[src/cpbl_pkg.sv]
// Package for the clip player / breathing LED controller.
// Holds the clip tables, input kind codes and the front-to-back command type.
// No dependencies.
package cpbl_pkg;

    // Samples per second of the stored clips
    localparam int unsigned SAMPLE_RATE = 8000;

    // Serial memory read command
    localparam logic [7:0] READ_CMD = 8'h03;

    // Widths fixed by the item fields and state
    localparam int unsigned CLIP_W     = 3;
    localparam int unsigned LEN_W      = 17;
    localparam int unsigned LEVEL_W    = 4;
    localparam int unsigned ADDR_MAX_W = 24;
    localparam int unsigned TAB_DEPTH  = 8;

    // Defaults for the top-level parameters
    localparam int unsigned NUM_CLIPS_DEF        = 5;
    localparam int unsigned LED_LEVELS_DEF       = 10;
    localparam int unsigned LED_STEP_SAMPLES_DEF = 400;
    localparam int unsigned ADDR_BITS_DEF        = 24;
    localparam int unsigned FIFO_DEPTH_DEF       = 4;

    // Input kind codes
    localparam logic KIND_BUTTON = 1'b0;
    localparam logic KIND_TICK   = 1'b1;

    // Clip lengths in samples; entries past the fifth repeat the table
    localparam logic [LEN_W-1:0] CLIP_LEN [TAB_DEPTH] = '{
        LEN_W'(SAMPLE_RATE * 85 / 10), LEN_W'(SAMPLE_RATE * 4),
        LEN_W'(SAMPLE_RATE * 3),       LEN_W'(SAMPLE_RATE * 94 / 10),
        LEN_W'(SAMPLE_RATE * 72 / 10), LEN_W'(SAMPLE_RATE * 85 / 10),
        LEN_W'(SAMPLE_RATE * 4),       LEN_W'(SAMPLE_RATE * 3)
    };

    // Clip start addresses in the serial memory
    localparam logic [ADDR_MAX_W-1:0] CLIP_START [TAB_DEPTH] = '{
        ADDR_MAX_W'(0),                        ADDR_MAX_W'(SAMPLE_RATE * 91 / 10),
        ADDR_MAX_W'(SAMPLE_RATE * 138 / 10),   ADDR_MAX_W'(SAMPLE_RATE * 174 / 10),
        ADDR_MAX_W'(SAMPLE_RATE * 278 / 10),   ADDR_MAX_W'(0),
        ADDR_MAX_W'(SAMPLE_RATE * 91 / 10),    ADDR_MAX_W'(SAMPLE_RATE * 138 / 10)
    };

    // Command from the front to the back, beside the start address
    typedef struct packed {
        logic       is_start;   // clip start: four memory bytes
        logic       led;        // LED level for a sample result
        logic       done;       // sample ends the clip
        logic [7:0] duty;       // PWM duty after this item
    } t_cmd;

endpackage

[src/cpbl_fifo.sv]
// Small command queue between the front and the back.
// Register storage, one write and one read port. Generic, no package use.
module cpbl_fifo #(
    parameter int unsigned WIDTH = 8,
    parameter int unsigned DEPTH = 4
) (
    input  logic             i_clk,
    input  logic             i_rst_n,
    input  logic             i_push,
    input  logic [WIDTH-1:0] i_data,
    output logic             o_full,
    input  logic             i_pop,
    output logic             o_empty,
    output logic [WIDTH-1:0] o_data
);

    localparam int unsigned PTR_W = (DEPTH > 1) ? $clog2(DEPTH) : 1;
    localparam int unsigned CNT_W = $clog2(DEPTH + 1);

    logic [WIDTH-1:0] r_mem [DEPTH];
    logic [PTR_W-1:0] r_wr_ptr, r_rd_ptr;
    logic [CNT_W-1:0] r_count;
    logic             do_push, do_pop;

    assign o_full  = (r_count == CNT_W'(DEPTH));
    assign o_empty = (r_count == '0);
    assign o_data  = r_mem[r_rd_ptr];
    assign do_push = i_push && !o_full;
    assign do_pop  = i_pop && !o_empty;

    // Store entries
    always_ff @(posedge i_clk) begin
        if (do_push) begin
            r_mem[r_wr_ptr] <= i_data;
        end
    end

    // Advance pointers and count
    always_ff @(posedge i_clk) begin
        if (!i_rst_n) begin
            r_wr_ptr <= '0;
            r_rd_ptr <= '0;
            r_count  <= '0;
        end else begin
            if (do_push) begin
                r_wr_ptr <= (r_wr_ptr == PTR_W'(DEPTH - 1)) ? '0 : r_wr_ptr + 1'b1;
            end
            if (do_pop) begin
                r_rd_ptr <= (r_rd_ptr == PTR_W'(DEPTH - 1)) ? '0 : r_rd_ptr + 1'b1;
            end
            if (do_push && !do_pop) begin
                r_count <= r_count + 1'b1;
            end else if (do_pop && !do_push) begin
                r_count <= r_count - 1'b1;
            end
        end
    end

endmodule

[src/cpbl_front.sv]
// Front part: accepts button and sample items, keeps the player state and
// queues one command per item that produces results. Uses cpbl_pkg.
module cpbl_front #(
    parameter int unsigned NUM_CLIPS        = cpbl_pkg::NUM_CLIPS_DEF,
    parameter int unsigned LED_LEVELS       = cpbl_pkg::LED_LEVELS_DEF,
    parameter int unsigned LED_STEP_SAMPLES = cpbl_pkg::LED_STEP_SAMPLES_DEF,
    parameter int unsigned ADDR_BITS        = cpbl_pkg::ADDR_BITS_DEF
) (
    input  logic                 i_clk,
    input  logic                 i_rst_n,
    input  logic                 i_valid,
    input  logic                 i_kind,
    input  logic [7:0]           i_sample_byte,
    input  logic                 i_full,
    output logic                 o_stall,
    output logic                 o_push,
    output cpbl_pkg::t_cmd       o_cmd,
    output logic [ADDR_BITS-1:0] o_addr
);

    localparam int unsigned STEP_W = (LED_STEP_SAMPLES > 1) ? $clog2(LED_STEP_SAMPLES) : 1;
    localparam int unsigned LV_W   = $clog2(LED_LEVELS);
    localparam int unsigned CW     = cpbl_pkg::CLIP_W;
    localparam int unsigned LW     = cpbl_pkg::LEN_W;
    localparam int unsigned VW     = cpbl_pkg::LEVEL_W;

    // Clip lengths reduced by the LED step and level counts
    localparam logic [STEP_W-1:0] LEN_MOD_STEP [cpbl_pkg::TAB_DEPTH] = '{
        STEP_W'(cpbl_pkg::CLIP_LEN[0] % LED_STEP_SAMPLES),
        STEP_W'(cpbl_pkg::CLIP_LEN[1] % LED_STEP_SAMPLES),
        STEP_W'(cpbl_pkg::CLIP_LEN[2] % LED_STEP_SAMPLES),
        STEP_W'(cpbl_pkg::CLIP_LEN[3] % LED_STEP_SAMPLES),
        STEP_W'(cpbl_pkg::CLIP_LEN[4] % LED_STEP_SAMPLES),
        STEP_W'(cpbl_pkg::CLIP_LEN[5] % LED_STEP_SAMPLES),
        STEP_W'(cpbl_pkg::CLIP_LEN[6] % LED_STEP_SAMPLES),
        STEP_W'(cpbl_pkg::CLIP_LEN[7] % LED_STEP_SAMPLES)
    };
    localparam logic [LV_W-1:0] LEN_MOD_LVL [cpbl_pkg::TAB_DEPTH] = '{
        LV_W'(cpbl_pkg::CLIP_LEN[0] % LED_LEVELS),
        LV_W'(cpbl_pkg::CLIP_LEN[1] % LED_LEVELS),
        LV_W'(cpbl_pkg::CLIP_LEN[2] % LED_LEVELS),
        LV_W'(cpbl_pkg::CLIP_LEN[3] % LED_LEVELS),
        LV_W'(cpbl_pkg::CLIP_LEN[4] % LED_LEVELS),
        LV_W'(cpbl_pkg::CLIP_LEN[5] % LED_LEVELS),
        LV_W'(cpbl_pkg::CLIP_LEN[6] % LED_LEVELS),
        LV_W'(cpbl_pkg::CLIP_LEN[7] % LED_LEVELS)
    };

    // Player state; the two remainders track samples_left mod step and mod levels
    logic              r_playing;
    logic [CW-1:0]     r_clip;
    logic [LW-1:0]     r_left;
    logic [STEP_W-1:0] r_rem_step;
    logic [LV_W-1:0]   r_rem_lvl;
    logic [VW-1:0]     r_level;
    logic              r_falling;
    logic [7:0]        r_duty;

    logic              n_playing;
    logic [CW-1:0]     n_clip;
    logic [LW-1:0]     n_left;
    logic [STEP_W-1:0] n_rem_step;
    logic [LV_W-1:0]   n_rem_lvl;
    logic [VW-1:0]     n_level;
    logic              n_falling;
    logic [7:0]        n_duty;

    logic          accept, is_start, is_tick, clip_end, led;
    logic [VW-1:0] lvl_up, lvl_dn;
    logic [CW:0]   clip_inc;

    assign o_stall  = i_full;
    assign accept   = i_valid && !i_full;
    assign is_start = accept && (i_kind == cpbl_pkg::KIND_BUTTON) && !r_playing;
    assign is_tick  = accept && (i_kind == cpbl_pkg::KIND_TICK) && r_playing;
    assign clip_end = (r_left <= LW'(1));
    assign lvl_up   = r_level + 1'b1;
    assign lvl_dn   = r_level - 1'b1;
    assign clip_inc = {1'b0, r_clip} + 1'b1;

    // Work out the next state for a start or a sample
    always_comb begin
        n_playing  = r_playing;
        n_clip     = r_clip;
        n_left     = r_left;
        n_rem_step = r_rem_step;
        n_rem_lvl  = r_rem_lvl;
        n_level    = r_level;
        n_falling  = r_falling;
        n_duty     = r_duty;
        led        = 1'b1;
        if (is_start) begin
            n_playing  = 1'b1;
            n_left     = cpbl_pkg::CLIP_LEN[r_clip];
            n_rem_step = LEN_MOD_STEP[r_clip];
            n_rem_lvl  = LEN_MOD_LVL[r_clip];
            n_level    = '0;
            n_falling  = 1'b0;
        end else if (is_tick) begin
            n_duty = i_sample_byte;
            // Step the breathing level on each step boundary
            if (r_rem_step == '0) begin
                if (!r_falling) begin
                    n_level   = lvl_up;
                    n_falling = (lvl_up == VW'(LED_LEVELS));
                end else begin
                    n_level   = lvl_dn;
                    n_falling = (lvl_dn != '0);
                end
            end
            led = (VW'(r_rem_lvl) < n_level);
            if (clip_end) begin
                n_playing = 1'b0;
                n_left    = '0;
                n_clip    = (clip_inc >= (CW + 1)'(NUM_CLIPS)) ? '0 : clip_inc[CW-1:0];
                led       = 1'b1;
            end else begin
                n_left     = r_left - 1'b1;
                n_rem_step = (r_rem_step == '0) ? STEP_W'(LED_STEP_SAMPLES - 1)
                                                : r_rem_step - 1'b1;
                n_rem_lvl  = (r_rem_lvl == '0) ? LV_W'(LED_LEVELS - 1) : r_rem_lvl - 1'b1;
            end
        end
    end

    // Hold player state
    always_ff @(posedge i_clk) begin
        if (!i_rst_n) begin
            r_playing  <= 1'b0;
            r_clip     <= '0;
            r_left     <= '0;
            r_rem_step <= '0;
            r_rem_lvl  <= '0;
            r_level    <= '0;
            r_falling  <= 1'b0;
            r_duty     <= '0;
        end else begin
            r_playing  <= n_playing;
            r_clip     <= n_clip;
            r_left     <= n_left;
            r_rem_step <= n_rem_step;
            r_rem_lvl  <= n_rem_lvl;
            r_level    <= n_level;
            r_falling  <= n_falling;
            r_duty     <= n_duty;
        end
    end

    // Queue one command per item that produces results
    assign o_push         = is_start || is_tick;
    assign o_cmd.is_start = is_start;
    assign o_cmd.led      = led;
    assign o_cmd.done     = is_tick && clip_end;
    assign o_cmd.duty     = n_duty;
    assign o_addr         = cpbl_pkg::CLIP_START[r_clip][ADDR_BITS-1:0];

endmodule

[src/cpbl_back.sv]
// Back part: expands queued commands into result transfers and holds them
// in an output register. Uses cpbl_pkg.
module cpbl_back #(
    parameter int unsigned ADDR_BITS = cpbl_pkg::ADDR_BITS_DEF
) (
    input  logic                 i_clk,
    input  logic                 i_rst_n,
    input  logic                 i_empty,
    input  cpbl_pkg::t_cmd       i_cmd,
    input  logic [ADDR_BITS-1:0] i_addr,
    output logic                 o_pop,
    output logic                 o_valid,
    input  logic                 i_stall,
    output logic [7:0]           o_mem_byte,
    output logic                 o_mem_byte_valid,
    output logic                 o_select_active,
    output logic [7:0]           o_pwm_duty,
    output logic                 o_pwm_on,
    output logic                 o_led_on,
    output logic                 o_clip_done,
    output logic                 o_last_of_run
);

    // Beats of a clip start
    localparam logic [1:0] BEAT_CMD  = 2'd0;
    localparam logic [1:0] BEAT_HIGH = 2'd1;
    localparam logic [1:0] BEAT_MID  = 2'd2;
    localparam logic [1:0] BEAT_LOW  = 2'd3;

    logic [1:0] r_beat;
    logic       r_valid;
    logic [7:0] r_mem_byte;
    logic       r_mem_byte_valid, r_select, r_pwm_on, r_led, r_done, r_last;
    logic [7:0] r_duty;

    logic [7:0] n_mem_byte;
    logic       n_mem_byte_valid, n_select, n_pwm_on, n_led, n_done, n_last;

    logic                                 load, fire;
    logic [cpbl_pkg::ADDR_MAX_W-1:0]      addr_ext;

    assign load     = !r_valid || !i_stall;
    assign fire     = load && !i_empty;
    assign addr_ext = cpbl_pkg::ADDR_MAX_W'(i_addr);
    assign o_pop    = fire && n_last;

    // Build the result for the head command and current beat
    always_comb begin
        if (i_cmd.is_start) begin
            case (r_beat)
                BEAT_CMD:  n_mem_byte = cpbl_pkg::READ_CMD;
                BEAT_HIGH: n_mem_byte = addr_ext[23:16];
                BEAT_MID:  n_mem_byte = addr_ext[15:8];
                BEAT_LOW:  n_mem_byte = addr_ext[7:0];
                default:   n_mem_byte = cpbl_pkg::READ_CMD;
            endcase
            n_mem_byte_valid = 1'b1;
            n_select         = 1'b1;
            n_pwm_on         = (r_beat == BEAT_LOW);
            n_led            = 1'b1;
            n_done           = 1'b0;
            n_last           = (r_beat == BEAT_LOW);
        end else begin
            n_mem_byte       = '0;
            n_mem_byte_valid = 1'b0;
            n_select         = !i_cmd.done;
            n_pwm_on         = !i_cmd.done;
            n_led            = i_cmd.led;
            n_done           = i_cmd.done;
            n_last           = 1'b1;
        end
    end

    // Advance the beat and the output valid
    always_ff @(posedge i_clk) begin
        if (!i_rst_n) begin
            r_valid <= 1'b0;
            r_beat  <= BEAT_CMD;
        end else begin
            if (fire) begin
                r_valid <= 1'b1;
                r_beat  <= n_last ? BEAT_CMD : r_beat + 1'b1;
            end else if (!i_stall) begin
                r_valid <= 1'b0;
            end
        end
    end

    // Load the output register on each transfer slot
    always_ff @(posedge i_clk) begin
        if (fire) begin
            r_mem_byte       <= n_mem_byte;
            r_mem_byte_valid <= n_mem_byte_valid;
            r_select         <= n_select;
            r_duty           <= i_cmd.duty;
            r_pwm_on         <= n_pwm_on;
            r_led            <= n_led;
            r_done           <= n_done;
            r_last           <= n_last;
        end
    end

    assign o_valid          = r_valid;
    assign o_mem_byte       = r_mem_byte;
    assign o_mem_byte_valid = r_mem_byte_valid;
    assign o_select_active  = r_select;
    assign o_pwm_duty       = r_duty;
    assign o_pwm_on         = r_pwm_on;
    assign o_led_on         = r_led;
    assign o_clip_done      = r_done;
    assign o_last_of_run    = r_last;

endmodule

[src/clip_player_breathing_led_top.sv]
// Top level of the clip player / breathing LED controller.
// Instantiates cpbl_front, cpbl_fifo and cpbl_back; uses cpbl_pkg.

// An input item is taken every cycle while the command queue (FIFO_DEPTH
// entries) has room. A sample tick during playback yields one result; a button
// press while idle yields four results (read command, then the start address
// high byte first), one per cycle from the output register while the receiver
// does not stall, so a start holds the back end until all four have gone. Items
// that yield nothing (button during playback, tick while idle) are taken and
// dropped. The output register is loaded whenever it is empty or its result is
// taken, so results stream at one per cycle without stall. Each result passes
// from the queue head into the output register before it appears.
module clip_player_breathing_led_top #(
    parameter int unsigned NUM_CLIPS        = cpbl_pkg::NUM_CLIPS_DEF,
    parameter int unsigned LED_LEVELS       = cpbl_pkg::LED_LEVELS_DEF,
    parameter int unsigned LED_STEP_SAMPLES = cpbl_pkg::LED_STEP_SAMPLES_DEF,
    parameter int unsigned ADDR_BITS        = cpbl_pkg::ADDR_BITS_DEF,
    parameter int unsigned FIFO_DEPTH       = cpbl_pkg::FIFO_DEPTH_DEF
) (
    input  logic       i_clk,
    input  logic       i_rst_n,
    input  logic       i_valid,
    output logic       o_stall,
    input  logic       i_kind,
    input  logic [7:0] i_sample_byte,
    output logic       o_valid,
    input  logic       i_stall,
    output logic [7:0] o_mem_byte,
    output logic       o_mem_byte_valid,
    output logic       o_select_active,
    output logic [7:0] o_pwm_duty,
    output logic       o_pwm_on,
    output logic       o_led_on,
    output logic       o_clip_done,
    output logic       o_last_of_run
);

    localparam int unsigned CMD_W = $bits(cpbl_pkg::t_cmd);
    localparam int unsigned Q_W   = CMD_W + ADDR_BITS;

    logic                 full, empty, push, pop;
    cpbl_pkg::t_cmd       front_cmd, back_cmd;
    logic [ADDR_BITS-1:0] front_addr, back_addr;
    logic [Q_W-1:0]       q_in, q_out;

    // Accept and classify items
    cpbl_front #(
        .NUM_CLIPS        (NUM_CLIPS),
        .LED_LEVELS       (LED_LEVELS),
        .LED_STEP_SAMPLES (LED_STEP_SAMPLES),
        .ADDR_BITS        (ADDR_BITS)
    ) u_front (
        .i_clk         (i_clk),
        .i_rst_n       (i_rst_n),
        .i_valid       (i_valid),
        .i_kind        (i_kind),
        .i_sample_byte (i_sample_byte),
        .i_full        (full),
        .o_stall       (o_stall),
        .o_push        (push),
        .o_cmd         (front_cmd),
        .o_addr        (front_addr)
    );

    // Queue commands between the two sides
    assign q_in = {front_cmd, front_addr};

    cpbl_fifo #(
        .WIDTH (Q_W),
        .DEPTH (FIFO_DEPTH)
    ) u_fifo (
        .i_clk   (i_clk),
        .i_rst_n (i_rst_n),
        .i_push  (push),
        .i_data  (q_in),
        .o_full  (full),
        .i_pop   (pop),
        .o_empty (empty),
        .o_data  (q_out)
    );

    assign back_cmd  = cpbl_pkg::t_cmd'(q_out[Q_W-1:ADDR_BITS]);
    assign back_addr = q_out[ADDR_BITS-1:0];

    // Expand commands into result transfers
    cpbl_back #(
        .ADDR_BITS (ADDR_BITS)
    ) u_back (
        .i_clk            (i_clk),
        .i_rst_n          (i_rst_n),
        .i_empty          (empty),
        .i_cmd            (back_cmd),
        .i_addr           (back_addr),
        .o_pop            (pop),
        .o_valid          (o_valid),
        .i_stall          (i_stall),
        .o_mem_byte       (o_mem_byte),
        .o_mem_byte_valid (o_mem_byte_valid),
        .o_select_active  (o_select_active),
        .o_pwm_duty       (o_pwm_duty),
        .o_pwm_on         (o_pwm_on),
        .o_led_on         (o_led_on),
        .o_clip_done      (o_clip_done),
        .o_last_of_run    (o_last_of_run)
    );

endmodule

[config.mk]
export PLATFORM = sky130hd
export DESIGN_NAME = clip_player_breathing_led_top
export DESIGN_NICKNAME = d
export VERILOG_FILES = /design/src/cpbl_pkg.sv /design/src/cpbl_fifo.sv /design/src/cpbl_front.sv /design/src/cpbl_back.sv /design/src/clip_player_breathing_led_top.sv
export SDC_FILE = /design/constraint.sdc
export NUM_CORES = 1
export LEC_CHECK = 0
export ABC_AREA = 1
export BUFFER_PORTS_ARGS = -buffer_cell sky130_fd_sc_hd__buf_2
export CAP_MARGIN = 40
export CORE_ASPECT_RATIO = 0.8
export CORE_MARGIN = 10
export CORE_UTILIZATION = 54
export DETAILED_ROUTE_END_ITERATION = 10
export GPL_ROUTABILITY_DRIVEN = 0
export PLACE_DENSITY_LB_ADDON = 0.05
export SETUP_SLACK_MARGIN = 0.02
export SYNTH_ARGS = -nofsm -noshare
export SYNTH_HDL_FRONTEND = slang
export SYNTH_SLANG_ARGS = --single-unit
[constraint.sdc]
create_clock -name i_clk -period 3.7 [get_ports i_clk]
set_input_delay 0.925 -clock i_clk [delete_from_list [all_inputs] [get_ports i_clk]]
set_output_delay 0.925 -clock i_clk [all_outputs]
set_load 0.005 [all_outputs]
==> flow_summary.toml, run 1 <==
[die]
core-area_mm2 = 0.0143
io_pins = 37
fp.dieH_um = 128
die_area_mm2 = 0.0200
dieWidth_um = 155
floorplan.initialDensity_pct = 55.3
rows = 39

[timing]
rsz0062_at_grt = "false"
timing.final.crit_share_pct = 72.1
fin_crit_ps = 2670
clock_skew_ps = 9.14
relSlewSlack_pct = 47.8
setup_tns_ps = 0
slew_violations = 0
tightest_slew_ps = 775
finalSetupViolations = 0
hold_viol_final = 0
whs_ps = 480
fmax_mhz = 375

[setup_path]
crit_slowest_cell = "dfxtp_1"
cp.required_ps = 4000
cpMostUsedCell = "nand2_1"
cp_num_buf_inv = 3
critPathMaxStageDelay_ps = 680
cp_max_fo = 16
end_kind = "register"
crit_arrival_ps = 2970
critPathKind = "reg -> reg"
critPathTopFamily = "flip-flops"
path_cells = "inv_2 -> nand2_1 -> nand3_1 -> nand2_2 -> inv_2 -> nand2_1 -> nand2_1 -> ha_1 -> inv_1 -> fa_1 -> o21ai_0 -> a21oi_1"
start_kind = "register"

[cts]
clk_latency_ps = 420
clkSinkCount = 165
clockBufferDepth = 2
cts_root_buf = "clkbuf_16"
numCtsBuffers = 17
postCtsSetupRepairBufs = 0
cts_hold_buffers = 0
h-tree-depth = 4
cts_tree = "done"
clkTransAtPathRegs_ps = 60
ctsResizeCount = 0

[global_routing]
grt_pass1_vias = 5588
grt_pass1_wl_mm = 28.4
grt_max_degree = 30
grt.total_usage_pct = 17.6
grt_antenna_before_repair = 0
overflow = 0

[final_layout]
fill_cells = 1171
diodes = 0
nNetsFinal = 932
syn2layout_area_growth_pct = 11.6
multi_input_area_mm2 = 0.00304
drive_above_1_share_pct = 15.4
seqCellArea_mm2 = 0.00436

[detailed_routing]
met1_length_mm = 8.04
drc = 0
met3_length_um = 861
dr.pass1.iters = 5
vias_per_cell = 5.29
ant_nets = 0
totalWireLength_mm = 17.0
dr_wl_met2_mm = 7.91
top_layer_used = "met4"
initialDrtViolationCount = 461
num_vias = 5745
post_drt_wl_per_cell_um = 15.7

[power_and_ir_drop]
irDropWorstVdd_mv = 0.340
power_leakage_nw = 3.60
p_per_area_mw_per_mm2 = 657

[synthesis]
syn_area_per_cell_um2 = 9.33
yosysWarnings = 0
yosys_register_bits = 165
synth.most_common_cell = "nand2_1"
async_reset_ff_share_pct = 0
synth_area_leaders = "edfxtp_1, dfxtp_1, nand2_1"
synthFlopType = "edfxtp_1"
synthCells = 850
synth-edff-count = 106
syn_area_mm2 = 0.00793
synth_top_area_share_pct = 40.1
ys_seq_area_share_pct = 55.0
synth.top_cells.by_count = "nand2_1, nor2_1, edfxtp_1"
synthDistinctLibCells = 43
synth_fp_nets = 894
synth_top_cell_by_area = "edfxtp_1"

[placement]
dp_hpwl_mm = 11.4
io_buffers = 36

[min_path]
hp-class = "reg -> reg"

[job]
max_cap_violations = 0

[run_status]
status = "completed"
[through the flow]
stage | power (mW) | utilization [%] | std cells | instance area, um2 | setup slack (ps)
2_1_floorplan | 3.65 | - | 850 | 7930 | 537
3_3_place_gp | 4.13 | 57.7 | 1053 | 8280 | 884
3_5_place_dp | 4.17 | 57.7 | 1053 | 8280 | 903
4_1_cts | 5.88 | 61.7 | 1085 | 8850 | 1050
5_1_grt | 6.22 | 61.7 | 1085 | 8850 | 701
6_report | 5.82 | 61.7 | 1085 | 8850 | 1030
[flip-flops by register name, summed over array words and instances (netlist names), 2 cells and up, named ones only]
register            flops
u_front.r_left         17
u_front.r_clip          3
u_back.o_mem_byte       8
u_fifo.r_wr_ptr         2
u_front.r_level         4
u_back.o_pwm_duty       8
u_front.r_rem_step      9
u_back.r_beat           2
u_fifo.r_mem           84
u_front.r_duty          8
u_fifo.r_rd_ptr         2
u_fifo.r_count          3
u_front.r_rem_lvl       4
[final timing paths]
kind	from	endpoint	slack [ps]	depth (start not counted)
max	register	u_fifo.r_count[1]	1030	12
min	u_front.r_rem_step[5]	u_front.r_rem_step[5]	480	2
max reg2reg	register	u_fifo.r_count[1]	1030	12
min reg2reg	u_front.r_rem_step[5]	u_front.r_rem_step[5]	480	2
[cells by family after synthesis]
family / share of synthesized area [%]
DFF: 55.0
and+or+nand+nor: 19.5
buffers and inverters: 6.88
xor gates and xnor gates: 1.33
adders and majority gates: 4.99
AOI/OAI and AO/OA: 12.3
[placed cells by master (no fill, tap or decap), types with 2 or more instances in the layout]
cell type and count:
nand2_1 151, nor2_1 113, edfxtp_1 106, inv_1 94
o21ai_0 71, dfxtp_1 59, a21oi_1 51, buf_2 36
ha_1 30, nand3_1 26, clkbuf_16 17, o22ai_1 14
buf_4 11, inv_2 10, nand3_2 9, nor2_2 9
a21oi_2 8, or2_2 7, a211oi_1 7, xnor2_1 6
xor2_1 6, nor3_1 6, nand2_2 5, inv_6 5
o211ai_1 4, nand2_4 4, or2_1 3, a32o_1 3
inv_8 3, nand3_4 2, nor2_4 2, o221ai_1 2
o21ai_1 2, o22a_1 2, a211oi_2 2, clkinv_1 2
clkinv_2 2
[worst reg2reg max path, stage by stage, from the launching register on]
cell and delay [ps]:
dfxtp_1 680, inv_2 260, nand2_1 110, nand3_1 80, nand2_2 140, inv_2 70, nand2_1 80, nand2_1 140
ha_1 230, inv_1 100, fa_1 430, o21ai_0 170, a21oi_1 60
[layer usage]
layer	GRT usage (%)	vias up
li1	-	2915
met1	23.9	2654
met2	27.7	161
met3	4.13	15
met4	5.11	0
met5	0	-
[report_power, final]
part / switching (mW) / internal (mW) / total (mW)
combinational: 1.11 / 0.568 / 1.68
sequential: 0.139 / 2.31 / 2.44
clock: 0.752 / 0.944 / 1.70
total: 2.00 / 3.82 / 5.82
[final cells by class]
type,instances,share of cell area (%)
clock buffer,17,4.81
timing repair buffer,47,2.97
sequential,165,49.3
inverter,104,4.41
clock inverter,15,1.60
multi-input combinational,553,34.3
tap,184,2.60
No activity file was read; power rests on OpenSTA's default activity.
==> run 2: changes to the inputs <==
--- a/config.mk
+++ b/config.mk
@@ -5,7 +5,7 @@
 export SDC_FILE = /design/constraint.sdc
 export NUM_CORES = 1
 export LEC_CHECK = 0
-export ABC_AREA = 1
+export ABC_AREA = 0
 export BUFFER_PORTS_ARGS = -buffer_cell sky130_fd_sc_hd__buf_2
 export CAP_MARGIN = 40
 export CORE_ASPECT_RATIO = 0.8
==> constraint.sdc (replaced) <==
create_clock -name i_clk -period 2.5 [get_ports i_clk]
set_input_delay 0.625 -clock i_clk [delete_from_list [all_inputs] [get_ports i_clk]]
set_output_delay 0.625 -clock i_clk [all_outputs]
set_load 0.005 [all_outputs]
==> run 2 against run 1 <==
Effect of this change: worst setup slack got worse by 870 ps; cell area is 3.8% lower; synthesized cell count fell by 29%; count of clock-buffer cells in the layout up 6; total power up 36%; largest power group unchanged; highest routed layer unchanged.
==> flow_summary.toml, run 2 <==
[power_and_ir_drop]
irDropWorstVdd_mv = 0.546
power_leakage_nw = 3.14
power.total_mw = 7.89
p_per_area_mw_per_mm2 = 927

[timing]
slew_violations = 0
setup_ws_ps = 160
setup_tns_ps = 0
clock_skew_ps = 8.67
rsz0062_at_grt = "false"
timing.final.crit_share_pct = 93.6
fin_crit_ps = 2340
whs_ps = 463
relSlewSlack_pct = 55.5
tightest_slew_ps = 661
fmax_mhz = 427
finalSetupViolations = 0
hold_viol_final = 0

[setup_path]
r2r-start = "u_fifo.r_count[0]"
startpoint = "u_fifo.r_count[0]"
rrSetupSlack_ps = 160
critPathMaxStageDelay_ps = 390
crit_cells = 10
crit_arrival_ps = 2690
crit_slowest_cell = "nor3_1"
end_kind = "register"
critPathTopFamily = "simple AND/OR/NAND/NOR gates"
critPathKind = "reg -> reg"
cp.required_ps = 2850
rr_endpoint = "u_fifo.r_count[2]"
cp_max_fo = 4
cpMostUsedCell = "inv_1"
start_kind = "register"
cp_num_buf_inv = 2
path_cells = "nor3_1 -> a21o_1 -> nor2_2 -> inv_1 -> ha_1 -> inv_1 -> fa_1 -> xor2_1 -> or3_1 -> a21oi_1"
worstRegToRegCells = 10
critPathCapture = "u_fifo.r_count[2]"

[detailed_routing]
initialDrtViolationCount = 368
ant_nets = 0
num_vias = 4843
dr.pass1.iters = 5
post_drt_wl_per_cell_um = 17.1
vias_per_cell = 5.66
totalWireLength_mm = 14.6
drc = 0

[synthesis]
synthAdderAreaFrac_pct = 5.38
synthMuxAreaShare_pct = 7.81
yosys_register_bits = 165
synth_fp_nets = 647
ys_seq_area_share_pct = 59.4
synth_top_cell_by_area = "edfxtp_1"
synth_top_family_by_area = "simple AND/OR/NAND/NOR gates"
async_reset_ff_share_pct = 0
yosysWarnings = 0
synth_area_leaders = "edfxtp_1, dfxtp_1, mux4_2"
synth_top_area_share_pct = 43.3
synthDistinctLibCells = 61
synth-edff-count = 106
syn_area_mm2 = 0.00735
synth_simple_gate_area_share_pct = 13.8
synth.top_cells.by_count = "edfxtp_1, nand2_1, dfxtp_1"
synth.most_common_cell = "edfxtp_1"
synth_compound_area_share_pct = 8.69
synthFlopType = "edfxtp_1"
synthCells = 603
syn_area_per_cell_um2 = 12.2
synth-xor-area-share_pct = 2.02

[cts]
clkTransAtPathRegs_ps = 60
clockBufferDepth = 2
cts_hold_buffers = 0
clkSinkCount = 165
cts_tree = "done"
postCtsSetupRepairBufs = 0
cts_root_buf = "clkbuf_16"
clk_latency_ps = 420
numCtsBuffers = 17
h-tree-depth = 4

[final_layout]
syn2layout_area_growth_pct = 15.8
nNetsFinal = 706
drive_above_1_share_pct = 19.6
largest_reg_flops = 84
final_common_cell = "edfxtp_1"
regMostFlops = "u_fifo.r_mem"
final_core_util_pct = 63.3
final_cell_mix = "edfxtp_1, nand2_1, dfxtp_1"
diodes = 0
largestRegisters = "u_fifo.r_mem (84), u_front.r_left (17), u_front.r_rem_step (9)"

[placement]
io_buffers = 36
dp_slack_ps = 44.8
dp_hpwl_mm = 9.92

[die]
rows = 38
dieWidth_um = 150
fp.dieH_um = 124
die_area_mm2 = 0.0187
io_pins = 37
core-area_mm2 = 0.0135
floorplan.initialDensity_pct = 54.6

[job]
max_cap_violations = 0

[global_routing]
gr-usage-met2_pct = 25.3
met1_usage_pct = 22.4
grt_max_degree = 38
grt_antenna_before_repair = 0
grt.total_usage_pct = 16.5
globalRouteMet3Util_pct = 4.36
grt-busiest-layer = "met2"
grt_pass1_wl_mm = 24.6
overflow = 0
grt_pass1_vias = 4712

[min_path]
hp-class = "reg -> reg"

[run_status]
status = "completed"
run 2: area by class of cell:
type / count / area [um2]
Clock buffer: 23 / 478
Clock inverter: 9 / 116
Fill cell: 1029 / 4940
Inverter: 29 / 109
Multi-Input combinational cell: 384 / 2790
Sequential cell: 165 / 4360
Tap cell: 180 / 225
Timing Repair Buffer: 65 / 435
run 2: cell families (layout without fill, tap and decap cells):
| kind of cell | after synthesis | count (layout) |
|---|---|---|
| compound gates | 105 | 105 |
| xor+xnor | 17 | 17 |
| fa+ha+maj | 31 | 31 |
| buf+inv | 54 | 126 |
| flops | 165 | 165 |
| mux | 31 | 31 |
| simple gates | 200 | 200 |
run 2: repair_timing:
action,CTS,global route
gates resized for setup,0,2
hold endpoints to repair,0,0
setup endpoints to repair,0,5
run 2: worst min-delay path by stage:
stage                           start                end  slack (ps)  cells after the start
finish              u_front.r_duty[3]  u_front.r_duty[3]         460                      2
global route                  i_stall     u_back.o_valid         470                      3
CTS                           i_stall     u_back.o_valid         440                      3
detailed placement  u_front.r_duty[3]  u_front.r_duty[3]         460                      2
global placement    u_front.r_duty[6]  u_front.r_duty[6]         450                      2
floorplan           u_front.r_duty[0]  u_front.r_duty[0]         440                      2
run 2: through the flow:
stage	std cells	cell area, um2
after floorplan	603	7360
after global placement	823	7910
after detailed placement	823	7910
after CTS	855	8510
after global routing	855	8520
final	855	8520
run 2: layer usage:
layer | up-vias | share of wire [%]
met2 | 110 | 46
met1 | 2368 | 47
met4 | 0 | 0.90
li1 | 2353 | -
met5 | - | 0
met3 | 12 | 5.3
run 2: power by group:
part / internal (mW) / total, mW / switching (mW)
Combinational: 0.794 / 1.82 / 1.02
Sequential: 3.34 / 3.49 / 0.151
Clock: 1.56 / 2.58 / 1.02
run 2: tightest hold or removal path, stage by stage (launching register included):
cell	delay, ps
dfxtp_1	290
nand2_1	60
a21oi_1	60
==> run 3: changes to the inputs <==
--- a/config.mk
+++ b/config.mk
@@ -14,6 +14,7 @@
 export DETAILED_ROUTE_END_ITERATION = 10
 export GPL_ROUTABILITY_DRIVEN = 0
 export PLACE_DENSITY_LB_ADDON = 0.05
+export REMOVE_ABC_BUFFERS = 1
 export SETUP_SLACK_MARGIN = 0.02
 export SYNTH_ARGS = -nofsm -noshare
 export SYNTH_HDL_FRONTEND = slang
==> run 3 against run 2 <==
Effect of this change: register-to-register slack better by 20 ps; count of clock-buffer cells in the layout fell by 4; non-clock buffer count is 1 higher; total power rose by 3.2%; hold slack gained 1.7 ps; global-route usage rose by 0.21 points; sequential power barely moved; wire length is 6.3% higher; critical path depth is the same; clock skew shrank 2.5 ps; critical endpoint unchanged.
==> flow_summary.toml, run 3 (same netlist as run 2, synthesis figures left out) <==
[power_and_ir_drop]
power_leakage_nw = 3.15
p_per_area_mw_per_mm2 = 950
power_frac_seq_pct = 42.9
power.internal_mw = 5.82
p_sw_mw = 2.32
irDropWorstVdd_mv = 0.609
clkPwrFrac_pct = 33.6
power.total_mw = 8.14
comb_power_share_pct = 23.5
netSwitchingFraction_pct = 28.5

[run_status]
status = "completed"

[timing]
fin_crit_ps = 2320
clock_skew_ps = 6.19
slew_violations = 0
setup_ws_ps = 182
finalSetupViolations = 0
fmax_mhz = 431
timing.final.crit_share_pct = 92.7
tightest_slew_ps = 719
hold_viol_final = 0
relSlewSlack_pct = 51.6
rsz0062_at_grt = "false"

[final_layout]
final_common_cell = "edfxtp_1"
stdcell_count = 856
largest_reg_flops = 84
diodes = 0
syn2layout_area_growth_pct = 16.6
final_cell_mix = "edfxtp_1, nand2_1, dfxtp_1"
nNetsFinal = 707
largestRegisters = "u_fifo.r_mem (84), u_front.r_left (17), u_front.r_rem_step (9)"
drive_above_1_share_pct = 20.4
regMostFlops = "u_fifo.r_mem"

[global_routing]
grt_antenna_before_repair = 0
grt.total_usage_pct = 16.7
overflow = 0
grt_max_degree = 38
grt_pass1_vias = 4756
grt_pass1_wl_mm = 24.8

[min_path]
hold_path_depth = 3
hp-class = "in -> reg"
hold_start = "i_stall"
whs_endpoint = "u_back.o_valid"

[detailed_routing]
ant_nets = 0
post_drt_wl_per_cell_um = 18.1
num_vias = 4813
totalWireLength_mm = 15.5
dr.pass1.iters = 5
initialDrtViolationCount = 377
drc = 0
vias_per_cell = 5.62

[setup_path]
cp_max_fo = 2
path_cells = "mux4_2 -> nor2b_1 -> nor2_2 -> inv_1 -> ha_1 -> inv_1 -> fa_1 -> xor2_1 -> or3_1 -> a21oi_1"
crit_slowest_cell = "fa_1"
worstRegToRegCells = 10
cp.required_ps = 2850
cp_num_buf_inv = 2
crit_arrival_ps = 2670
start_kind = "register"
rrSetupSlack_ps = 180
critPathTopFamily = "simple AND/OR/NAND/NOR gates"
rr_endpoint = "u_fifo.r_count[2]"
cpMostUsedCell = "inv_1"
critPathKind = "reg -> reg"
end_kind = "register"
critPathMaxStageDelay_ps = 370

[die]
core-area_mm2 = 0.0135
io_pins = 37
die_area_mm2 = 0.0187
fp.dieH_um = 124
dieWidth_um = 150
floorplan.initialDensity_pct = 54.6
rows = 38

[placement]
io_buffers = 36
dp_slack_ps = 79.8
dp_hpwl_mm = 10.1
dpl.cell_count = 823

[cts]
clkSinkCount = 165
numCtsBuffers = 17
clk_latency_ps = 420
cts_root_buf = "clkbuf_16"
clkTransAtPathRegs_ps = 60
clockBufferDepth = 2
cts_tree = "done"
cts_hold_buffers = 0
h-tree-depth = 4

[job]
max_cap_violations = 0
==> run 3: cell types whose count changed in the layout (fill, tap and decap cells not counted), sizes merged <==
cell / change
clkbuf: -4
inv: +1
clkinv: -2
buf: +1
clkinvlp: +4
bufinv: +1
==> run 3: how the worst max path moves through the flow <==
| stage | start | to | slack [ps] | depth (start not counted) |
|---|---|---|---|---|
| after global routing | u_front.r_level[1] | u_fifo.r_mem[1][33] | 20 | 9 |
| final | register | u_fifo.r_count[2] | 180 | 10 |
| after CTS | u_front.r_rem_step[4] | u_fifo.r_mem[1][33] | 50 | 8 |
| after detailed placement | u_front.r_rem_step[4] | u_fifo.r_mem[3][33] | 80 | 8 |
| after global placement | i_kind | u_fifo.r_count[2] | 180 | 10 |
| after floorplan | register | u_fifo.r_count[2] | -680 | 10 |
==> run 3: timing repair <==
item                                    4_1_cts  5_1_grt
gates resized for setup                       0        5
setup buffers                                 0        1
endpoints found under the setup margin        0        6
==> run 3: cell type report <==
type	instances	area, um2
Sequential cell	165	4360
Clock inverter	13	170
Multi-Input combinational cell	384	2800
Timing Repair Buffer	66	455
Fill cell	1026	4880
Clock buffer	19	453
Tap cell	180	225
Inverter	29	109
==> run 3: metal layers <==
| layer | vias up | track usage [%] | part of all wire [%] |
|---|---|---|---|
| met5 | - | 0 | 0 |
| met4 | 0 | 4.45 | 0.59 |
| met3 | 9 | 4.28 | 5.3 |
| met2 | 99 | 25.1 | 47 |
| met1 | 2348 | 23.5 | 47 |
| li1 | 2357 | - | - |
==> run 3: worst register-to-register path: cells and delay by family (launching register included) <==
family                     cells  cell delay [ps]
muxes                          1              340
xor gates and xnor gates       1              180
adders and majority gates      2              540
and+or+nand+nor                3              590
buffers and inverters          2              130
AOI/OAI and AO/OA              1              160
DFF                            1              320
==> run 3: through the flow <==
step           setup TNS [ps]  hold WS (ps)  instance area, um2  utilization, %
6_report                    0           464                8570            63.7
5_1_grt                     0           470                8570            63.7
3_3_place_gp                0           452                7920            58.9
4_1_cts                     0           444                8540            63.5
3_5_place_dp                0           464                7920            58.9
2_1_floorplan           -1620           444                7250               -
==> run 3: power groups by stage <==
stage / Clock, mW / Combinational (mW) / Sequential (mW)
3_5_place_dp: 0 / 1.88 / 3.55
6_report: 2.74 / 1.91 / 3.49
2_1_floorplan: 0 / 1.04 / 3.63
4_1_cts: 2.78 / 1.90 / 3.49
3_3_place_gp: 0 / 1.86 / 3.54
5_1_grt: 2.90 / 2.12 / 3.53
